File: config.mk
export PLATFORM = sky130hd
export DESIGN_NAME = mbet_chain
export DESIGN_NICKNAME = d
export VERILOG_FILES = /design/src/design/mandelbrot_escape_time_assert.svh /design/src/design/mbet_pkg.sv /design/src/design/mbet_cell.sv /design/src/design/mbet_chain.sv
export SDC_FILE = /design/constraint.sdc
export NUM_CORES = 2
export LEC_CHECK = 0
export BUFFER_PORTS_ARGS = -buffer_cell sky130_fd_sc_hd__buf_2
export CAP_MARGIN = 20
export CORE_ASPECT_RATIO = 1.25
export CORE_UTILIZATION = 30
export CTS_CLUSTER_DIAMETER = 80
export CTS_CLUSTER_SIZE = 28
export DETAILED_ROUTE_END_ITERATION = 8
export PLACE_DENSITY = 0.41
export SYNTH_ARGS = -nofsm -noshare
export SYNTH_HDL_FRONTEND = slang
export SYNTH_SLANG_ARGS = --single-unit
File: constraint.sdc
create_clock -name clock -period 19.63 [get_ports clock]
set_input_delay 1.963 -clock clock [delete_from_list [all_inputs] [get_ports clock]]
set_output_delay 1.963 -clock clock [all_outputs]
set_load 0.05 [all_outputs]
File: src/design/mandelbrot_escape_time_assert.svh
// Assertion macros for the Mandelbrot escape-time block.
// Included by the top level; needs nothing else.
`ifndef MANDELBROT_ESCAPE_TIME_ASSERT_SVH
`define MANDELBROT_ESCAPE_TIME_ASSERT_SVH

// Same-cycle implication, checked at every rising edge outside reset
`define MBET_ASSERT_IMPL(name, clk, rst, ante, cons) \
   name: assert property (@(posedge clk) disable iff (rst) (ante) |-> (cons)) \
      else $error("mbet: same-cycle check failed");

// Next-cycle implication, checked at every rising edge outside reset
`define MBET_ASSERT_NEXT(name, clk, rst, ante, cons) \
   name: assert property (@(posedge clk) disable iff (rst) (ante) |=> (cons)) \
      else $error("mbet: next-cycle check failed");

`endif

File: src/design/mbet_pkg.sv
// Shared types and constants for the Mandelbrot escape-time block.
// No dependencies; imported by every module of the block.
package mbet_pkg;

   // Fixed field widths
   localparam int INDEX_BITS        = 12;
   localparam int COUNT_BITS        = 12;
   localparam int INT_BITS          = 4;   // integer bits of the Q4.F word
   localparam int FRAC_BITS_DEFAULT = 28;
   localparam int DIGIT_BITS        = 16;  // multiplier digit per chain cell

   // Register port
   localparam int CSR_INDEX_BITS = 3;
   localparam int CSR_DATA_BITS  = 32;

   localparam logic [CSR_INDEX_BITS-1:0] CSR_ORIGIN_RE      = 3'd0;
   localparam logic [CSR_INDEX_BITS-1:0] CSR_ORIGIN_IM      = 3'd1;
   localparam logic [CSR_INDEX_BITS-1:0] CSR_STEP_RE        = 3'd2;
   localparam logic [CSR_INDEX_BITS-1:0] CSR_STEP_IM        = 3'd3;
   localparam logic [CSR_INDEX_BITS-1:0] CSR_MAX_ITERATIONS = 3'd4;

   typedef struct packed {
      logic [INDEX_BITS-1:0] column;
      logic [INDEX_BITS-1:0] row;
   } req_type;

   typedef struct packed {
      logic [COUNT_BITS-1:0] iteration_count;
      logic                  escaped;
   } rsp_type;

   // Origins hold two's complement bit patterns
   typedef struct packed {
      logic [31:0]           origin_re;
      logic [31:0]           origin_im;
      logic [30:0]           step_re;
      logic [30:0]           step_im;
      logic [COUNT_BITS-1:0] max_iterations;
   } cfg_type;

   localparam cfg_type CFG_RESET = '{
      origin_re:      32'(-199702558),
      origin_im:      32'(35084514),
      step_re:        31'(2397),
      step_im:        31'(4628),
      max_iterations: COUNT_BITS'(1001)
   };

endpackage

File: src/design/mbet_cell.sv
// One cell of a multiplier chain: adds a times one 16-bit digit of b,
// shifted to the digit's weight, to the running sum. Uses mbet_pkg.
module mbet_cell import mbet_pkg::*; #(
   parameter int WORD_BITS = FRAC_BITS_DEFAULT + INT_BITS,
   parameter int B_BITS    = 2 * DIGIT_BITS,
   parameter int DIGIT_IDX = 0
) (
   input  logic                   clock,
   input  logic                   reset,
   input  logic                   valid_in,
   input  logic [WORD_BITS-1:0]   a_in,
   input  logic [B_BITS-1:0]      b_in,
   input  logic [2*WORD_BITS-1:0] acc_in,
   output logic                   valid_out,
   output logic [WORD_BITS-1:0]   a_out,
   output logic [B_BITS-1:0]      b_out,
   output logic [2*WORD_BITS-1:0] acc_out
);

   localparam int  ACC_BITS  = 2 * WORD_BITS;
   localparam int  PART_BITS = WORD_BITS + DIGIT_BITS + 1;
   localparam int  SHIFT     = DIGIT_IDX * DIGIT_BITS;
   localparam bit  TOP       = (DIGIT_IDX == B_BITS / DIGIT_BITS - 1);

   logic [DIGIT_BITS-1:0]   digit;
   logic signed [DIGIT_BITS:0] digit_s;
   logic signed [PART_BITS-1:0] part;
   logic [ACC_BITS-1:0]     part_ext;
   logic [ACC_BITS-1:0]     acc_in_sum;

   logic                    valid_ff;
   logic [WORD_BITS-1:0]    a_ff;
   logic [B_BITS-1:0]       b_ff;
   logic [ACC_BITS-1:0]     acc_ff;

   // Top digit carries the sign of b, lower digits are unsigned
   assign digit   = b_in[SHIFT +: DIGIT_BITS];
   assign digit_s = TOP ? $signed({digit[DIGIT_BITS-1], digit}) : $signed({1'b0, digit});

   // Partial product, sign-extended and weighted; sum wraps at full width
   assign part       = PART_BITS'($signed(a_in)) * PART_BITS'(digit_s);
   assign part_ext   = {{(ACC_BITS-PART_BITS){part[PART_BITS-1]}}, part};
   assign acc_in_sum = acc_in + (part_ext << SHIFT);

   always_ff @(posedge clock) begin
      if (reset) begin
         valid_ff <= 1'b0;
      end else begin
         valid_ff <= valid_in;
      end
   end

   always_ff @(posedge clock) begin
      a_ff   <= a_in;
      b_ff   <= b_in;
      acc_ff <= acc_in_sum;
   end

   assign valid_out = valid_ff;
   assign a_out     = a_ff;
   assign b_out     = b_ff;
   assign acc_out   = acc_ff;

endmodule

File: src/design/mbet_chain.sv
// Signed WORD_BITS x WORD_BITS multiplier built as a row of mbet_cell
// stages, one 16-bit digit of b per cell. Uses mbet_pkg and mbet_cell.
module mbet_chain import mbet_pkg::*; #(
   parameter int WORD_BITS = FRAC_BITS_DEFAULT + INT_BITS
) (
   input  logic                   clock,
   input  logic                   reset,
   input  logic                   in_valid,
   input  logic [WORD_BITS-1:0]   a_in,
   input  logic [WORD_BITS-1:0]   b_in,
   output logic                   out_valid,
   output logic [2*WORD_BITS-1:0] prod_out
);

   localparam int NUM_DIGITS = (WORD_BITS + DIGIT_BITS - 1) / DIGIT_BITS;
   localparam int B_BITS     = NUM_DIGITS * DIGIT_BITS;

   logic                   v_w   [0:NUM_DIGITS];
   logic [2*WORD_BITS-1:0] acc_w [0:NUM_DIGITS];
   logic [WORD_BITS-1:0]   a_w   [0:NUM_DIGITS-1];
   logic [B_BITS-1:0]      b_w   [0:NUM_DIGITS-1];

   // b padded to whole digits by sign extension
   assign v_w[0]   = in_valid;
   assign acc_w[0] = '0;
   assign a_w[0]   = a_in;
   assign b_w[0]   = {{(B_BITS-WORD_BITS){b_in[WORD_BITS-1]}}, b_in};

   for (genvar k = 0; k < NUM_DIGITS; k++) begin : g_cell
      if (k < NUM_DIGITS - 1) begin : g_mid
         mbet_cell #(
            .WORD_BITS (WORD_BITS),
            .B_BITS    (B_BITS),
            .DIGIT_IDX (k)
         ) u_cell (
            .clock     (clock),
            .reset     (reset),
            .valid_in  (v_w[k]),
            .a_in      (a_w[k]),
            .b_in      (b_w[k]),
            .acc_in    (acc_w[k]),
            .valid_out (v_w[k+1]),
            .a_out     (a_w[k+1]),
            .b_out     (b_w[k+1]),
            .acc_out   (acc_w[k+1])
         );
      end else begin : g_last
         // last cell: operands go no further
         mbet_cell #(
            .WORD_BITS (WORD_BITS),
            .B_BITS    (B_BITS),
            .DIGIT_IDX (k)
         ) u_cell (
            .clock     (clock),
            .reset     (reset),
            .valid_in  (v_w[k]),
            .a_in      (a_w[k]),
            .b_in      (b_w[k]),
            .acc_in    (acc_w[k]),
            .valid_out (v_w[k+1]),
            .a_out     (),
            .b_out     (),
            .acc_out   (acc_w[k+1])
         );
      end
   end

   assign out_valid = v_w[NUM_DIGITS];
   assign prod_out  = acc_w[NUM_DIGITS];

endmodule

==> key figures <==
Critical path
  • Worst R2R Setup Slack: 10.46 ns
  • RR Endpoint: g_cell[1].g_last.u_cell.acc_out[62]
  • Crit path to: g_cell[1].g_last.u_cell.acc_out[62]
  • CP startpoint: g_cell[0].g_mid.u_cell.a_out[10]
  • Worst reg-to-reg path cell count: 26
  • Reg2reg start: g_cell[0].g_mid.u_cell.a_out[10]
  • Startpoint types: flop
  • WP data required: 20.03 ns
  • WS Path Type: reg -> reg
  • Max FO, Critical Path: 16
  • Crit end category: flop
  • Crit path DAT: 9.57 ns

CTS
  • Reg clk slew, reported paths: 0.08 ns
  • Sinks on Clock Net: 163
  • CTS tree: built
  • Worst-Skew Late Latency: 0.54 ns
  • CTS HTree Levels: 4
  • Clk buf depth: 2
  • CTS Buf Count: 17
  • Root Driver: clkbuf_16
  • Post-CTS Setup Bufs: 0
  • Post-CTS Hold Buffers: 0
  • PostCTS Resize Cnt: 0

Yosys
  • Synth warn: 0
  • Syn Std Cell Area: 41600 um2
  • Area contributors post-synth: fa_1 (47%), inv_1 (10%), ha_1 (8.4%)
  • Top cell type's share of synthesized area: 46.9%
  • Synthesized area per cell: 9.07 um2
  • Sequential area share after synthesis: 7.84%
  • Post-synth ARST share: 0%
  • FF+latch count, synth: 163
  • Post-synth top cells: inv_1 (1106), fa_1 (976), nand2_1 (658), and2_1 (405), ha_1 (281)
  • Area leader, netlist: fa_1
  • Cells after synthesis: 4591
  • Post-synth EDFFs: 0
  • Most frequent cell after synthesis: inv_1
  • Netlist cell types: 73
  • Post-Synthesis Net Count: 5915
  • Prevailing post-synth register cell: dfxtp_1

GRT
  • Number of antenna violations at the first check in global routing: 5
  • GR Util All Layers: 18.7%
  • Vias in the first global route: 33383
  • Total congestion overflow: 0
  • Largest net degree at the start of global routing: 33
  • First-pass GRT wire length: 199000 um

Floorplanning
  • Die area: 140000 um2
  • Row Count: 152
  • Core Area: 138000 um2
  • Ports: 132
  • Starting Density: 30.3%
  • Die width: 335 um
  • Chip Height: 418 um

Route
  • Total number of vias: 29176
  • Residual DRC: 0
  • Met1 Routed Length: 56600 um
  • Initial DRC Count: 1146
  • Met2 wire length: 62300 um
  • Total Wirelength: 124000 um
  • Routed Antenna Nets: 0
  • Top sig layer: met5
  • Vias per cell: 4.56
  • Met3 WL: 3390 um
  • DRT Pass-1 Iters: 5
  • Routed len/inst: 19.4 um

Finish
  • Layout filler cell count: 14535
  • Layout cells sized above 1: 4.92%
  • Nets: 5861
  • P&R area growth vs syn: 6.65%
  • FF/Latch Area: 3270 um2
  • Multi-input logic area: 33100 um2

Timing
  • Worst rel slew slack: 24.3%
  • Worst Tran Pin Value: 1.13 ns
  • Fin. max-slew vios: 0
  • Setup TNS Final: 0 ns
  • Min Tclk post-route: 9.17 ns
  • Clock skew: 0.0248 ns
  • Period utilisation layout: 46.7%
  • RSZ-0062 raised after global routing: no
  • Hold Vio Cnt, Final: 0
  • Number of setup violations in the final report: 0
  • Peak Freq: 0.109 GHz

Placed design
  • Routability cong.: 0.827
  • Detailed Place HPWL: 98700 um
  • IO buf count: 131

Outcome
  • Outcome: completed

Job
  • Max Cap Violations: 0

Hold path
  • Hold Path Class: reg -> reg
==> worst min path at each step <==
stage                                                  start                             endpoint  slack, ns  depth (start not counted)
final                      g_cell[0].g_mid.u_cell.acc_out[9]   g_cell[1].g_last.u_cell.acc_out[9]       0.32                          0
after global routing       g_cell[0].g_mid.u_cell.acc_out[9]   g_cell[1].g_last.u_cell.acc_out[9]       0.34                          0
after CTS                  g_cell[0].g_mid.u_cell.acc_out[9]   g_cell[1].g_last.u_cell.acc_out[9]       0.32                          0
after detailed placement  g_cell[0].g_mid.u_cell.acc_out[10]  g_cell[1].g_last.u_cell.acc_out[10]       0.31                          0
after global placement    g_cell[0].g_mid.u_cell.acc_out[14]  g_cell[1].g_last.u_cell.acc_out[14]       0.32                          0
after floorplan            g_cell[0].g_mid.u_cell.acc_out[0]   g_cell[1].g_last.u_cell.acc_out[0]       0.31                          0
==> layout by cell type (no fill, tap or decap), types with 14 or more instances in the layout <==
cell type  netlist  routed
a211oi_1        16      16
a21o_1          62      62
a21oi_1        117     117
and2_1         405     405
and3_1          18      18
buf_2            1     131
buf_4           64      32
clkbuf_16        0      17
dfxtp_1        163     161
fa_1           976     976
ha_1           281     281
inv_1         1106    1106
nand2_1        658     658
nand2b_1        23      23
nand3_1         23      23
nand4_1         21      21
nor2_1          97      97
nor2b_1         23      23
nor3_1          14      14
o21a_1          24      24
o21ai_0         62      62
o21bai_1        15      15
xnor2_1        100     100
xor2_1          36      36
==> routing by layer <==
layer / vias to the layer above / track usage [%]
met1: 15362 / 25.0
met4: 2 / 3.87
met5: - / 0
met3: 87 / 1.83
met2: 422 / 32.7
li1: 13303 / -
==> sequential cells by signal, summed over array words and instances (netlist names) <==
name and count:
g_cell.g_last.u_cell.acc_out 64, g_cell.g_mid.u_cell.acc_out 49, g_cell.g_mid.u_cell.a_out 32, g_cell.g_mid.u_cell.b_out 16
g_cell.g_mid.u_cell.valid_out 1, g_cell.g_last.u_cell.valid_out 1
==> area by class of cell <==
class,instances,share of cell area (%)
antenna,1,0.00564
sequential,163,7.36
tap,1848,5.21
inverter,1106,9.35
multi-input combinational,3084,74.5
clock inverter,12,0.431
timing repair buffer,165,2.11
clock buffer,20,1.03
==> critical path: stages (launching register included) <==
cell and delay [ns]:
dfxtp_1 0.89, nand2_1 0.18, fa_1 0.55, fa_1 0.58, fa_1 0.44, fa_1 0.59
inv_1 0.06, fa_1 0.50, fa_1 0.43, ha_1 0.33, a21o_1 0.22, a21oi_1 0.14
o21bai_1 0.13, a41oi_1 0.36, o21bai_1 0.10, a21oi_1 0.19, xnor2_1 0.13, ha_1 0.36
and2_1 0.18, and3_1 0.34, nand3_1 0.12, a211oi_1 0.85, o21ai_0 0.30, nand3_1 0.16
nand2_1 0.14, o31a_1 0.38, o311ai_0 0.39
==> stage by stage <==
stage / setup slack [ns] / util, % / cells / instance area [um2] / hold WS (ns)
finish: 10.46 / 32.3 / 6399 / 44400 / 0.316
global route: 9.92 / 32.3 / 6398 / 44400 / 0.339
CTS: 10.24 / 32.3 / 6396 / 44300 / 0.323
detailed placement: 10.29 / 31.8 / 6364 / 43700 / 0.314
global placement: 10.29 / 31.8 / 6364 / 43700 / 0.316
floorplan: 11.78 / - / 4591 / 41600 / 0.310
==> kinds of logic after synthesis <==
kind of cell / share of synthesized area [%]
compound gates: 6.20
xor+xnor: 2.86
fa+ha+maj: 55.4
buf+inv: 12.7
flops: 7.84
mux: 0.0240
simple gates: 15.0
Power is left out: the tool's default activity adds up to more than one toggle a clock period on the data nets, which glitch-free logic cannot reach.
