File: src/design/mandelbrot_escape_time_assert.svh
// Assertion macros for the Mandelbrot escape-time block.
// Included by the top level; needs nothing else.
`ifndef MANDELBROT_ESCAPE_TIME_ASSERT_SVH
`define MANDELBROT_ESCAPE_TIME_ASSERT_SVH

// Same-cycle implication, checked at every rising edge outside reset
`define MBET_ASSERT_IMPL(name, clk, rst, ante, cons) \
   name: assert property (@(posedge clk) disable iff (rst) (ante) |-> (cons)) \
      else $error("mbet: same-cycle check failed");

// Next-cycle implication, checked at every rising edge outside reset
`define MBET_ASSERT_NEXT(name, clk, rst, ante, cons) \
   name: assert property (@(posedge clk) disable iff (rst) (ante) |=> (cons)) \
      else $error("mbet: next-cycle check failed");

`endif

File: src/design/mbet_pkg.sv
// Shared types and constants for the Mandelbrot escape-time block.
// No dependencies; imported by every module of the block.
package mbet_pkg;

   // Fixed field widths
   localparam int INDEX_BITS        = 12;
   localparam int COUNT_BITS        = 12;
   localparam int INT_BITS          = 4;   // integer bits of the Q4.F word
   localparam int FRAC_BITS_DEFAULT = 28;
   localparam int DIGIT_BITS        = 16;  // multiplier digit per chain cell

   // Register port
   localparam int CSR_INDEX_BITS = 3;
   localparam int CSR_DATA_BITS  = 32;

   localparam logic [CSR_INDEX_BITS-1:0] CSR_ORIGIN_RE      = 3'd0;
   localparam logic [CSR_INDEX_BITS-1:0] CSR_ORIGIN_IM      = 3'd1;
   localparam logic [CSR_INDEX_BITS-1:0] CSR_STEP_RE        = 3'd2;
   localparam logic [CSR_INDEX_BITS-1:0] CSR_STEP_IM        = 3'd3;
   localparam logic [CSR_INDEX_BITS-1:0] CSR_MAX_ITERATIONS = 3'd4;

   typedef struct packed {
      logic [INDEX_BITS-1:0] column;
      logic [INDEX_BITS-1:0] row;
   } req_type;

   typedef struct packed {
      logic [COUNT_BITS-1:0] iteration_count;
      logic                  escaped;
   } rsp_type;

   // Origins hold two's complement bit patterns
   typedef struct packed {
      logic [31:0]           origin_re;
      logic [31:0]           origin_im;
      logic [30:0]           step_re;
      logic [30:0]           step_im;
      logic [COUNT_BITS-1:0] max_iterations;
   } cfg_type;

   localparam cfg_type CFG_RESET = '{
      origin_re:      32'(-199702558),
      origin_im:      32'(35084514),
      step_re:        31'(2397),
      step_im:        31'(4628),
      max_iterations: COUNT_BITS'(1001)
   };

endpackage

File: src/design/mbet_seq.sv
// Iteration sequencer: forms c from the pixel index, issues x*x, y*y and
// x*y to the multiplier chains, updates z and the count. Uses mbet_pkg.
module mbet_seq import mbet_pkg::*; #(
   parameter int FRAC_BITS = FRAC_BITS_DEFAULT
) (
   input  logic                                  clock,
   input  logic                                  reset,
   input  cfg_type                               cfg,
   input  logic                                  start,
   output logic                                  busy,
   input  req_type                               req_data,
   output logic                                  rsp_valid,
   output rsp_type                               rsp_data,
   output logic                                  issue_valid,
   output logic [FRAC_BITS+INT_BITS-1:0]         x_op,
   output logic [FRAC_BITS+INT_BITS-1:0]         y_op,
   input  logic                                  prod_valid,
   input  logic [2*(FRAC_BITS+INT_BITS)-1:0]     xx_prod,
   input  logic [2*(FRAC_BITS+INT_BITS)-1:0]     yy_prod,
   input  logic [2*(FRAC_BITS+INT_BITS)-1:0]     xy_prod
);

   localparam int WORD_BITS = FRAC_BITS + INT_BITS;
   localparam int MUL_BITS  = 31 + INDEX_BITS;
   localparam int EXT_BITS  = WORD_BITS + MUL_BITS;
   localparam int SQ_BITS   = WORD_BITS + 3;

   // |z|^2 bound of 4.0
   localparam logic [SQ_BITS:0] ESC_LIMIT =
      {{(WORD_BITS+1-FRAC_BITS){1'b0}}, 1'b1, {(FRAC_BITS+2){1'b0}}};

   localparam logic [1:0] ST_IDLE  = 2'd0;
   localparam logic [1:0] ST_POINT = 2'd1;
   localparam logic [1:0] ST_ISSUE = 2'd2;
   localparam logic [1:0] ST_WAIT  = 2'd3;

   logic [1:0]            state_ff,     state_in;
   req_type               req_ff,       req_in;
   logic [WORD_BITS-1:0]  cx_ff,        cx_in;
   logic [WORD_BITS-1:0]  cy_ff,        cy_in;
   logic [WORD_BITS-1:0]  x_ff,         x_in;
   logic [WORD_BITS-1:0]  y_ff,         y_in;
   logic [COUNT_BITS-1:0] count_ff,     count_in;
   logic                  rsp_valid_ff, rsp_valid_in;
   rsp_type               rsp_ff,       rsp_in;

   logic [MUL_BITS-1:0]   re_prod, im_prod;
   logic [EXT_BITS-1:0]   org_re_ext, org_im_ext, re_prod_ext, im_prod_ext;
   logic [WORD_BITS-1:0]  c_re, c_im;
   logic [SQ_BITS-1:0]    xx_sq, yy_sq;
   logic [SQ_BITS:0]      mag_sum;
   logic                  escape;
   logic [WORD_BITS-1:0]  x_next, y_next;
   logic                  below_limit;

   // c = origin + step * index, wrapped into the word
   assign re_prod     = MUL_BITS'(cfg.step_re) * MUL_BITS'(req_ff.column);
   assign im_prod     = MUL_BITS'(cfg.step_im) * MUL_BITS'(req_ff.row);
   assign org_re_ext  = {{(EXT_BITS-32){cfg.origin_re[31]}}, cfg.origin_re};
   assign org_im_ext  = {{(EXT_BITS-32){cfg.origin_im[31]}}, cfg.origin_im};
   assign re_prod_ext = {{(EXT_BITS-MUL_BITS){1'b0}}, re_prod};
   assign im_prod_ext = {{(EXT_BITS-MUL_BITS){1'b0}}, im_prod};
   assign c_re        = org_re_ext[WORD_BITS-1:0] + re_prod_ext[WORD_BITS-1:0];
   assign c_im        = org_im_ext[WORD_BITS-1:0] + im_prod_ext[WORD_BITS-1:0];

   // Escape test on floor(x*x) + floor(y*y), exact
   assign xx_sq   = xx_prod[FRAC_BITS +: SQ_BITS];
   assign yy_sq   = yy_prod[FRAC_BITS +: SQ_BITS];
   assign mag_sum = {1'b0, xx_sq} + {1'b0, yy_sq};
   assign escape  = (mag_sum >= ESC_LIMIT);

   // z update; 2*x*y is x*y shifted one bit less
   assign x_next = xx_prod[FRAC_BITS +: WORD_BITS] - yy_prod[FRAC_BITS +: WORD_BITS] + cx_ff;
   assign y_next = xy_prod[FRAC_BITS-1 +: WORD_BITS] + cy_ff;

   assign below_limit = (count_ff < cfg.max_iterations);

   // Sequencer next state
   always_comb begin
      state_in     = state_ff;
      req_in       = req_ff;
      cx_in        = cx_ff;
      cy_in        = cy_ff;
      x_in         = x_ff;
      y_in         = y_ff;
      count_in     = count_ff;
      rsp_valid_in = 1'b0;
      rsp_in       = rsp_ff;
      unique case (state_ff)
         ST_IDLE: begin
            if (start) begin
               req_in   = req_data;
               state_in = ST_POINT;
            end
         end
         ST_POINT: begin
            cx_in    = c_re;
            cy_in    = c_im;
            x_in     = c_re;
            y_in     = c_im;
            count_in = '0;
            state_in = ST_ISSUE;
         end
         ST_ISSUE: begin
            if (below_limit) begin
               state_in = ST_WAIT;
            end else begin
               // limit reached: inside the set
               rsp_valid_in           = 1'b1;
               rsp_in.iteration_count = count_ff;
               rsp_in.escaped         = 1'b0;
               state_in               = ST_IDLE;
            end
         end
         ST_WAIT: begin
            if (prod_valid) begin
               if (escape) begin
                  rsp_valid_in           = 1'b1;
                  rsp_in.iteration_count = count_ff;
                  rsp_in.escaped         = 1'b1;
                  state_in               = ST_IDLE;
               end else begin
                  x_in     = x_next;
                  y_in     = y_next;
                  count_in = count_ff + COUNT_BITS'(1);
                  state_in = ST_ISSUE;
               end
            end
         end
      endcase
   end

   always_ff @(posedge clock) begin
      if (reset) begin
         state_ff     <= ST_IDLE;
         rsp_valid_ff <= 1'b0;
      end else begin
         state_ff     <= state_in;
         rsp_valid_ff <= rsp_valid_in;
      end
   end

   always_ff @(posedge clock) begin
      req_ff   <= req_in;
      cx_ff    <= cx_in;
      cy_ff    <= cy_in;
      x_ff     <= x_in;
      y_ff     <= y_in;
      count_ff <= count_in;
      rsp_ff   <= rsp_in;
   end

   assign busy        = (state_ff != ST_IDLE);
   assign rsp_valid   = rsp_valid_ff;
   assign rsp_data    = rsp_ff;
   assign issue_valid = (state_ff == ST_ISSUE) && below_limit;
   assign x_op        = x_ff;
   assign y_op        = y_ff;

endmodule

File: config.mk
export PLATFORM = sky130hd
export DESIGN_NAME = mbet_seq
export DESIGN_NICKNAME = d
export VERILOG_FILES = /design/src/design/mandelbrot_escape_time_assert.svh /design/src/design/mbet_pkg.sv /design/src/design/mbet_seq.sv
export SDC_FILE = /design/constraint.sdc
export NUM_CORES = 2
export LEC_CHECK = 0
export BUFFER_PORTS_ARGS = -buffer_cell sky130_fd_sc_hd__buf_4
export CAP_MARGIN = 0
export CELL_PAD_IN_SITES_DETAIL_PLACEMENT = 1
export CELL_PAD_IN_SITES_GLOBAL_PLACEMENT = 1
export CORE_MARGIN = 2
export CORE_UTILIZATION = 50
export DETAILED_ROUTE_END_ITERATION = 8
export PLACE_DENSITY_LB_ADDON = 0.1
export SLEW_MARGIN = 0
export SYNTH_ARGS = -nofsm -noshare
export SYNTH_HDL_FRONTEND = slang
export SYNTH_SLANG_ARGS = --single-unit
export TNS_END_PERCENT = 1
File: constraint.sdc
create_clock -name clock -period 13.7 [get_ports clock]
set_clock_uncertainty 0.1 [all_clocks]
set_input_delay 2.74 -clock clock [delete_from_list [all_inputs] [get_ports clock]]
set_output_delay 2.74 -clock clock [all_outputs]
set_load 0.05 [all_outputs]
==> metrics.cfg <==
[setup_path]
end_kind=flip-flop
rr_startpoint=req_ff[21]$_DFFE_PP_
rr_worst_depth=19
slowest_delay_ns=0.72
start_kind=primary input
required_ns=13.97
path_max_fanout=12
critPathKind=in -> reg
cp_slowest_cell=a2111oi_0
rrSetupSlack_ns=6.50
crit_top_cell=fa_1
crit_arrival_ns=9.18
rr_endpoint=x_op[30]$_DFFE_PP_
cp_cell_sequence=buf_4, and2_1, fa_1, inv_1, fa_1, inv_1, fa_1, fa_1, inv_1, fa_1, inv_1, ha_1, o211ai_1, a21oi_1, nand3_1, a2111oi_0, nor2_1, o21ai_1, a31oi_1, xnor2_1, o22a_1

[die]
ios=438
fp-row-count=93
dieArea_mm2=0.06754
initial_core_util_pct=50.69
core-area_mm2=0.06458
die_w_um=259.9
die_h_um=259.9

[synth]
yosysWarnings=0
synth_enable_flop_cells=177
synth.net_count=4785
synthesis.area_mm2=0.03274
yosysTopAreaCellShare_pct=34.79
yosys.area.top_type=fa_1
synth.distinct_cells=77
ys_seq_area_share_pct=16.42
synthArstFlopShare_pct=0
synth_seq_cells=180
syn_avg_cell_area_um2=9.069
synth_ff_type=edfxtp_1
synth_area_leaders=fa_1, edfxtp_1, inv_1
syn_inst=3610

[clocking]
ctsResizeCount=0
clkTransAtPathRegs_ns=0.09
ctsRootBufferMaster=clkbuf_16
ctsHoldBuffers=0
numCtsBuffers=17
cts_num_sinks=180
cts_setup_buffers=0
clk_path_buf_depth=2
cts_tree=built
clock_latency_ns=0.51
h-tree-depth=4

[route]
wl_per_cell_um=19.42
vias_per_cell=5.319
drt_pre_antenna_iters=5
drt-initial-drc-count=1229
vias=25220
final_antenna_net_count=0
drc=0
totalWireLength_mm=92.09

[placed_design]
dp_hpwl_mm=75.99
port_buffers=347
place.gp.congestion=0.9048
dp.cells=4705

[final_layout]
layout.nets=5044
area_growth_pct=12.30
final_util_pct=56.93
drive_above_1_share_pct=11.18
multiInputGateArea_mm2=0.02368
final-seq-area_mm2=0.005375
final_common_cell=inv_1
layout_common_cells=inv_1, fa_1, nand2_1
final_cells=4741
fillers=7556

[global_route]
track_usage_pct=28.29
grt_max_degree=65
overflow=0
antenna_found_initial=5
grt_pass1_wl_mm=148.2
grt_pass1_vias=28110

[sta]
timing.hold.ws_ns=0.4145
maxSlewHeadroom_pct=23.33
fin_crit_sh_pct=65.03
finalHoldViolCount=0
max_freq_mhz=112.2
worstMarginPinSlew_ns=1.150
final.min_clock_period_ns=8.909
rsz0062_at_grt=false
setup_violations=0
timing.setup.tns_ns=0
report.final.slew_viol_count=0

[job]
cap_violations=0

[worst_hold_path]
min_from=count_ff[11]$_SDFFCE_PN0P_
hold_path_depth=0
min-delay-path-class=reg -> reg
holdPathEnd=rsp_data[12]$_DFFE_PP_

[run_status]
status=finished, final reports clean

==> cell usage after synthesis, types with 4 or more instances <==
| library cell | count |
|---|---|
| o21a_1 | 12 |
| nand4_1 | 14 |
| mux2i_1 | 4 |
| a21boi_0 | 4 |
| o21bai_1 | 24 |
| nand2b_1 | 17 |
| clkbuf_1 | 116 |
| nand3_1 | 30 |
| nor2b_1 | 15 |
| xor2_1 | 59 |
| o31ai_1 | 13 |
| or3_1 | 10 |
| a21oi_1 | 108 |
| buf_1 | 11 |
| edfxtp_1 | 177 |
| and2_1 | 230 |
| nand2_1 | 526 |
| o22ai_1 | 4 |
| a2111oi_0 | 6 |
| nor2_1 | 103 |
| o211ai_1 | 14 |
| a31oi_1 | 16 |
| a21o_1 | 53 |
| o21ai_1 | 22 |
| o2111ai_1 | 7 |
| inv_1 | 861 |
| nor4_1 | 7 |
| mux2_2 | 10 |
| nor3_1 | 25 |
| a211o_1 | 5 |
| xnor2_1 | 102 |
| and3_1 | 16 |
| fa_1 | 569 |
| a221oi_1 | 5 |
| o21ai_0 | 84 |
| ha_1 | 248 |
| a211oi_1 | 16 |
==> cell families (layout without fill, tap and decap cells) <==
group / Yosys count / after routing / share of synthesized area (%)
flip-flops: 180 / 180 / 16.42
adder cells (fa/ha/maj): 817 / 817 / 44.27
AO/OA/AOI/OAI: 438 / 438 / 8.737
AND/OR/NAND/NOR: 1012 / 1012 / 14.47
multiplexers: 14 / 14 / 0.4663
other: 0 / 4 / 0
XOR/XNOR: 161 / 161 / 4.307
buffers and inverters: 988 / 1260 / 11.33
==> per-layer routing <==
metal | part of all wire (%) | wire length (um) | track usage, % | vias up
met5 | 0.029 | 27 | 0 | -
met4 | 2.5 | 2278 | 7.711 | 4
met3 | 5.1 | 4668 | 4.191 | 133
met2 | 49 | 45010 | 48.34 | 615
met1 | 44 | 40110 | 37.58 | 12910
li1 | - | - | - | 11560
==> worst max path at each step <==
| stage | startpoint | end | slack (ns) |
|---|---|---|---|
| 4_1_cts | cfg[52] | x_op[30]$_DFFE_PP_ | 4.86 |
| 5_1_grt | cfg[52] | x_op[30]$_DFFE_PP_ | 4.58 |
| 2_1_floorplan | yy_prod[51] | count_ff[0]$_SDFFCE_PN0P_ | 4.49 |
| 3_3_place_gp | cfg[52] | x_op[30]$_DFFE_PP_ | 4.37 |
| 3_5_place_dp | cfg[52] | x_op[30]$_DFFE_PP_ | 4.34 |
| 6_report | cfg[52] | x_op[30]$_DFFE_PP_ | 4.79 |
==> critical path: cells and delay by family <==
| family | cells | cell delay, ns |
|---|---|---|
| compound gates | 6 | 1.82 |
| fa+ha+maj | 6 | 2.91 |
| buf+inv | 5 | 0.37 |
| simple gates | 3 | 0.59 |
| xor+xnor | 1 | 0.72 |
==> area by class of cell <==
| type | instances | share of cell area [%] |
|---|---|---|
| clock buffer | 17 | 1.157 |
| antenna | 4 | 0.02723 |
| sequential | 180 | 14.62 |
| timing repair buffer | 367 | 7.494 |
| multi-input combinational | 2442 | 64.42 |
| clock inverter | 15 | 0.5819 |
| inverter | 861 | 8.790 |
| tap | 855 | 2.910 |
==> metrics by stage <==
stage	setup WS [ns]	cell area [um2]
after floorplan	4.494	32740
after global placement	4.371	36120
after detailed placement	4.337	36120
after CTS	4.861	36760
after global routing	4.581	36760
final	4.791	36770
==> sequential cells by signal (all words and copies together), names as in the netlist <==
register   count
count_ff      12
cx_ff         32
cy_ff         32
req_ff        24
rsp_data      13
rsp_valid      1
state_ff       2
x_op          32
y_op          32
Power is not shown: default switching activity piles up to over one toggle a cycle in this logic, so the estimate is an artifact.
